<file path="src/rtl/assert_macros.svh">
// assertion helpers shared by the sketch rtl
`ifndef ASSERT_MACROS_SVH
`define ASSERT_MACROS_SVH

// same-cycle implication, held off during reset
`define HHS_ASSERT_IMPL(label, clk, rst_n, ante, cons, msg) \
	label: assert property (@(posedge clk) disable iff (!rst_n) (ante) |-> (cons)) \
		else $error(msg);

// next-cycle implication, held off during reset
`define HHS_ASSERT_NEXT(label, clk, rst_n, ante, cons, msg) \
	label: assert property (@(posedge clk) disable iff (!rst_n) (ante) |=> (cons)) \
		else $error(msg);

`endif

</file>
<file path="src/rtl/hhs_pkg.sv">
// ----------------------------------------------------------------------------
// hhs_pkg
// Types, constants and codes shared by the heavy hitter sketch rtl.
// ----------------------------------------------------------------------------
package hhs_pkg;

	// default geometry
	localparam int HHS_ROWS    = 4;
	localparam int HHS_BUCKETS = 256;
	localparam int HHS_STREAMS = 4;

	// hash mix constants
	localparam logic [31:0] MIX_C1  = 32'hcc9e2d51;
	localparam logic [31:0] MIX_C2  = 32'h1b873593;
	localparam logic [31:0] MIX_ADD = 32'he6546b64;
	localparam logic [31:0] MIX_C3  = 32'h85ebca6b;
	localparam logic [31:0] MIX_C4  = 32'hc2b2ae35;
	localparam logic [31:0] MIX_M5  = 32'd5;

	// configuration registers
	localparam int          SEED_REGS   = 4;
	localparam logic [2:0]  REG_BKT     = 3'd4;
	localparam int          MAX_BKT_CFG = 256;
	localparam logic [8:0]  BKT_RESET   = 9'd256;

	// modulo unit shape
	localparam int DVD_W    = 32;
	localparam int MOD_STEP = 4;
	localparam int REM_W    = 8;

	// row counter covers up to eight rows
	localparam int ROW_CNT_W = 3;

	localparam logic [31:0] CNT_MAX = 32'hffffffff;

	typedef enum logic [1:0] {
		OP_INSERT = 2'd0,
		OP_MERGE  = 2'd1,
		OP_READ   = 2'd2,
		OP_NONE   = 2'd3
	} op_t;

	typedef enum logic [3:0] {
		ST_CLEAR,
		ST_IDLE,
		ST_K1,
		ST_K2,
		ST_H5,
		ST_C3,
		ST_C4,
		ST_HF,
		ST_MOD,
		ST_ONE_RD,
		ST_WR,
		ST_DONE
	} state_t;

endpackage

</file>
<file path="src/rtl/hhs_mod_unit.sv">
// ----------------------------------------------------------------------------
// hhs_mod_unit
// Iterative remainder of a 32-bit hash by a bucket count of at most 256,
// restoring method, four dividend bits a cycle.
// ----------------------------------------------------------------------------
module hhs_mod_unit import hhs_pkg::*; (
	input  logic             clk,
	input  logic             arst_n,
	input  logic             start,
	input  logic [DVD_W-1:0] dividend,
	input  logic [REM_W:0]   divisor,
	output logic             done,
	output logic [REM_W-1:0] remainder
);

	localparam int STEPS = DVD_W / MOD_STEP;
	localparam int CNT_W = $clog2(STEPS);

	logic [DVD_W-1:0] dvd_q;
	logic [REM_W-1:0] rem_q;
	logic [CNT_W-1:0] cnt_q;
	logic             busy_q;
	logic             done_q;
	logic [REM_W-1:0] rem_d;
	logic [REM_W:0]   t;

	// one group of restoring steps
	always_comb begin
		t = {1'b0, rem_q};
		for (int i = 0; i < MOD_STEP; i++) begin
			t = {t[REM_W-1:0], dvd_q[DVD_W-1-i]};
			if (t >= divisor) begin
				t = t - divisor;
			end
		end
		rem_d = t[REM_W-1:0];
	end

	// control
	always_ff @(posedge clk or negedge arst_n) begin
		if (!arst_n) begin
			busy_q <= 1'b0;
			done_q <= 1'b0;
			cnt_q  <= '0;
		end else begin
			done_q <= 1'b0;
			if (start) begin
				busy_q <= 1'b1;
				cnt_q  <= '0;
			end else if (busy_q) begin
				cnt_q <= cnt_q + 1'b1;
				if (cnt_q == CNT_W'(STEPS - 1)) begin
					busy_q <= 1'b0;
					done_q <= 1'b1;
				end
			end
		end
	end

	// datapath
	always_ff @(posedge clk) begin
		if (start) begin
			dvd_q <= dividend;
			rem_q <= '0;
		end else if (busy_q) begin
			dvd_q <= dvd_q << MOD_STEP;
			rem_q <= rem_d;
		end
	end

	assign done      = done_q;
	assign remainder = rem_q;

endmodule

</file>
<file path="config.mk">
export PLATFORM = sky130hd
export DESIGN_NAME = hhs_mod_unit
export DESIGN_NICKNAME = d
export VERILOG_FILES = /design/src/rtl/assert_macros.svh /design/src/rtl/hhs_pkg.sv /design/src/rtl/hhs_mod_unit.sv
export SDC_FILE = /design/constraint.sdc
export NUM_CORES = 1
export LEC_CHECK = 0
export ABC_AREA = 1
export ABC_CLOCK_PERIOD_IN_PS = 5020
export BUFFER_PORTS_ARGS = -buffer_cell sky130_fd_sc_hd__buf_2
export CAP_MARGIN = 20
export CORE_MARGIN = 8
export CORE_UTILIZATION = 40
export DETAILED_ROUTE_END_ITERATION = 8
export HOLD_SLACK_MARGIN = 0.15
export PLACE_DENSITY = 0.64
export SLEW_MARGIN = 30
export SYNTH_ARGS = -nofsm -noshare
export SYNTH_HDL_FRONTEND = slang
export SYNTH_SLANG_ARGS = --single-unit
</file>
<file path="constraint.sdc">
create_clock -name clk -period 5.02 [get_ports clk]
set_input_delay 0.251 -clock clk [delete_from_list [all_inputs] [get_ports clk]]
set_output_delay 0.251 -clock clk [all_outputs]
set_load 0.1 [all_outputs]
</file>
==> metrics.md <==
| Metric | Value |
|---|---|
| Unrepaired setup endpoints after global routing | `true` |
| Worst Hold Path EP | `dvd_q[0]` |
| TritonCTS clock tree | `yes` |
| Arrival time at the worst endpoint | `around 5.9 ns` |
| Worst path required time | `5.21 ns` |
| CTS sink count | `45` |
| Origin of the critical flop-to-flop path | `dvd_q[31]` |
| Fraction of registers with async set/reset | `0.1111` |
| Netlist cell types | `between 40 and 50` |
| Max-cap check violation count | `0` |
| Reg2Reg Setup Slack | `-0.63 ns` |
| Largest net degree at the start of global routing | `38` |
| CP Capture Type | `flip-flop` |
| Slew Limit Headroom | `0.4266` |
| CTS Buffer Depth | `2` |
| Post-synthesis simple-gate area fraction | `0.3233` |
| Status | `complete, but fails checks` |
| Final setup margin | `-0.6333 ns` |
| Initial drt markers | `199` |
| Clk Latency, worst-skew pair | `0.30 ns` |
| Clock-pin slew on the worst setup and hold paths | `0.10 ns` |
| Worst reg2reg endpoint | `remainder[1]` |
| Largest family of logic cells by synthesized area | `simple AND/OR/NAND/NOR gates` |
| # IOs | `53` |
| Fill cell count | `829` |
| Post-synth EDFFs | `32` |
| HPWL after detailed placement | `9.275 mm` |
| # diodes | `0` |
| Flops & latches, synth | `45` |
| Post-Synthesis Cells | `528` |
| Synth top cells by count | `193 x nand2_1, 71 x inv_1, 38 x ha_1, 38 x nand3_1, 32 x edfxtp_1` |
| Number of placement rows | `36` |
| Starting Density | `0.4033` |
| Final Hold Fails | `0` |
| Initial antenna violation count | `0` |
| Die area | `13,020 sq um` |
| Worst min path class | `input port to flip-flop` |
| DRT Pass-1 Iters | `4` |
| Total GRT Usage | `0.1880` |
| Adder-Cell Fraction of Synth Area | `0.1442` |
| Share of cells above drive strength 1 | `0.4496` |
| Min-delay src | `dividend[0]` |
| # port buffers | `52` |
| Synth top area share | `0.2495` |
| Fin. max-slew vios | `0` |
| Yosys top cell by area | `edfxtp_1` |
| Syn_area_per_cell | `7.294 sq um` |
| First-pass GRT wire length | `19.54 mm` |
| Peak per-stage delay on the critical path | `0.43 ns` |
| Syn. warnings | `0` |
| Fin crit period | `between 5 and 6 ns` |
| Xor and xnor area share after synthesis | `0.04776` |
| Fmax | `between 150 and 200 MHz` |
| Clock Root Buffer | `clkbuf_8` |
| Cts bufs inserted | `5` |
| Via Count | `4,063` |
| Syn-to-layout area delta | `56.56%` |
| Clk_skew | `0.008342 ns` |
| Vias in the first global route | `approximately 4,200` |
| Die height | `114.1 um` |
| Reg2Reg Depth | `40` |
| Antenna viol nets, final | `0` |
| NumNets Final | `790` |
| CP startpoint kind | `flip-flop` |
| # setup viols final | `8` |
| Count leader, synth | `nand2_1` |
| Remaining Overflow, GRT | `0` |
| Worst hold slack | `0.2007 ns` |
| Critical setup path kind | `flip-flop to flip-flop` |
| # DRC | `0` |
| CP max FO | `7` |
| Slew @ Worst Pin | `between 0.8 and 0.9 ns` |
| DRT Wirelength | `12.39 mm` |
| Post-DR wirelength/cell | `14.79 um` |
| Sequential cell area fraction in the yosys report | `0.3236` |
| Syn nets | `614` |
| Slowest CP cell | `edfxtp_1` |
| Core Area | `9549 sq um` |
| Die span in x | `114.1 um` |
| Vias per cell | `between 4 and 5` |
| Mapped cell area | `3851 sq um` |
| Main synth FF type | `edfxtp_1` |
| Hold-critical path depth | `3` |
| Fin crit share | `1.126` |
| Failing checks | `setup timing` |
| H-tree levels | `2` |
| CP most frequent cell | `buf_4` |
| Post-synthesis compound-gate area fraction | `0.07602` |
| Placer Congestion | `approximately 0.90` |
| Synth top area cells | `edfxtp_1 25%, nand2_1 19%, ha_1 12%` |
| Mux contribution to synthesized area | `0.002599` |
routing by layer:
layer  vias to the layer above  track usage  wire [um]
met5                         -            0          0
met4                         0      0.09317        520
met3                        30      0.03006        546
met2                        91       0.3356       6206
met1                      1883       0.2126       5117
li1                       2059            -          -
through the flow:
step / utilization / cells / cell area, sq um / setup TNS [ns] / worst slack, ns
2_1_floorplan: - / 528 / 4110 / -1.687 / -0.2705
3_3_place_gp: 0.5510 / 806 / 5261 / -5.812 / -0.7440
3_5_place_dp: 0.5510 / 806 / 5261 / -6.843 / -0.8825
4_1_cts: 0.6017 / 832 / 5746 / -3.376 / -0.4560
5_1_grt: 0.6314 / 838 / 6030 / -7.072 / -0.9174
6_report: 0.6314 / 838 / 6030 / -4.838 / -0.6333
what timing repair did:
action | 4_1_cts | 5_1_grt
gates cloned | 2 | 0
pin swaps | 34 | 24
setup endpoints to repair | 8 | 8
hold buffers | 1 | 0
buffers inserted | 15 | 6
gates resized for setup | 50 | 52
endpoints found under the hold margin | 5 | 0
final cells by class:
cell class | count | area [sq um] | area share
sequential | 45 | 1276 | 0.2117
inverter | 73 | 284.0 | 0.04711
multi-input combinational | 403 | 2964 | 0.4916
tap | 133 | 166.4 | 0.02760
clock buffer | 5 | 68.82 | 0.01141
clock inverter | 3 | 50.05 | 0.008300
timing repair buffer | 176 | 1220 | 0.2023
state kept, by name (all words and copies together), names as in the netlist:
register,count
busy_q,1
remainder,8
done,1
cnt_q,3
dvd_q,32
how the worst max path moves through the flow:
stage / startpoint / to / slack (ns) / depth (start not counted)
after detailed placement: dvd_q[31] / remainder[1] / -0.88 / 40
final: dvd_q[31] / remainder[1] / -0.63 / 40
after floorplan: dvd_q[31] / remainder[1] / -0.27 / 38
after global routing: dvd_q[31] / remainder[0] / -0.92 / 43
after global placement: dvd_q[31] / remainder[3] / -0.74 / 38
after CTS: dvd_q[31] / remainder[1] / -0.46 / 38
cell usage in the layout (no fill, tap or decap), types with 6 or more instances in the layout:
cell	n
inv_1	58
nand2_2	16
nor2_2	7
buf_2	52
a21oi_1	11
edfxtp_1	32
ha_1	16
a21oi_2	9
buf_6	7
nand3_2	19
ha_4	22
inv_2	11
xor2_1	12
nor2_4	6
xnor2_1	8
nand3_1	20
buf_4	116
dfxtp_4	8
nor2_1	22
nand2_1	175
critical path: cells and delay by family, from the launching register on:
family	cells	cell delay, ns
and+or+nand+nor	18	2.04
buffers and inverters	13	1.34
adders and majority gates	4	1.07
AOI/OAI and AO/OA	4	0.53
DFF	1	0.43
xor gates and xnor gates	1	0.15
kinds of logic (layout without fill, tap and decap cells):
logic type / Yosys count / after routing
AOI/OAI and AO/OA: 50 / 50
buffers and inverters: 82 / 257
and+or+nand+nor: 287 / 289
muxes: 1 / 1
xor gates and xnor gates: 21 / 21
DFF: 45 / 45
adders and majority gates: 42 / 42
Power is left out: the tool's default activity adds up to more than one toggle a clock period on the data nets, which glitch-free logic cannot reach.
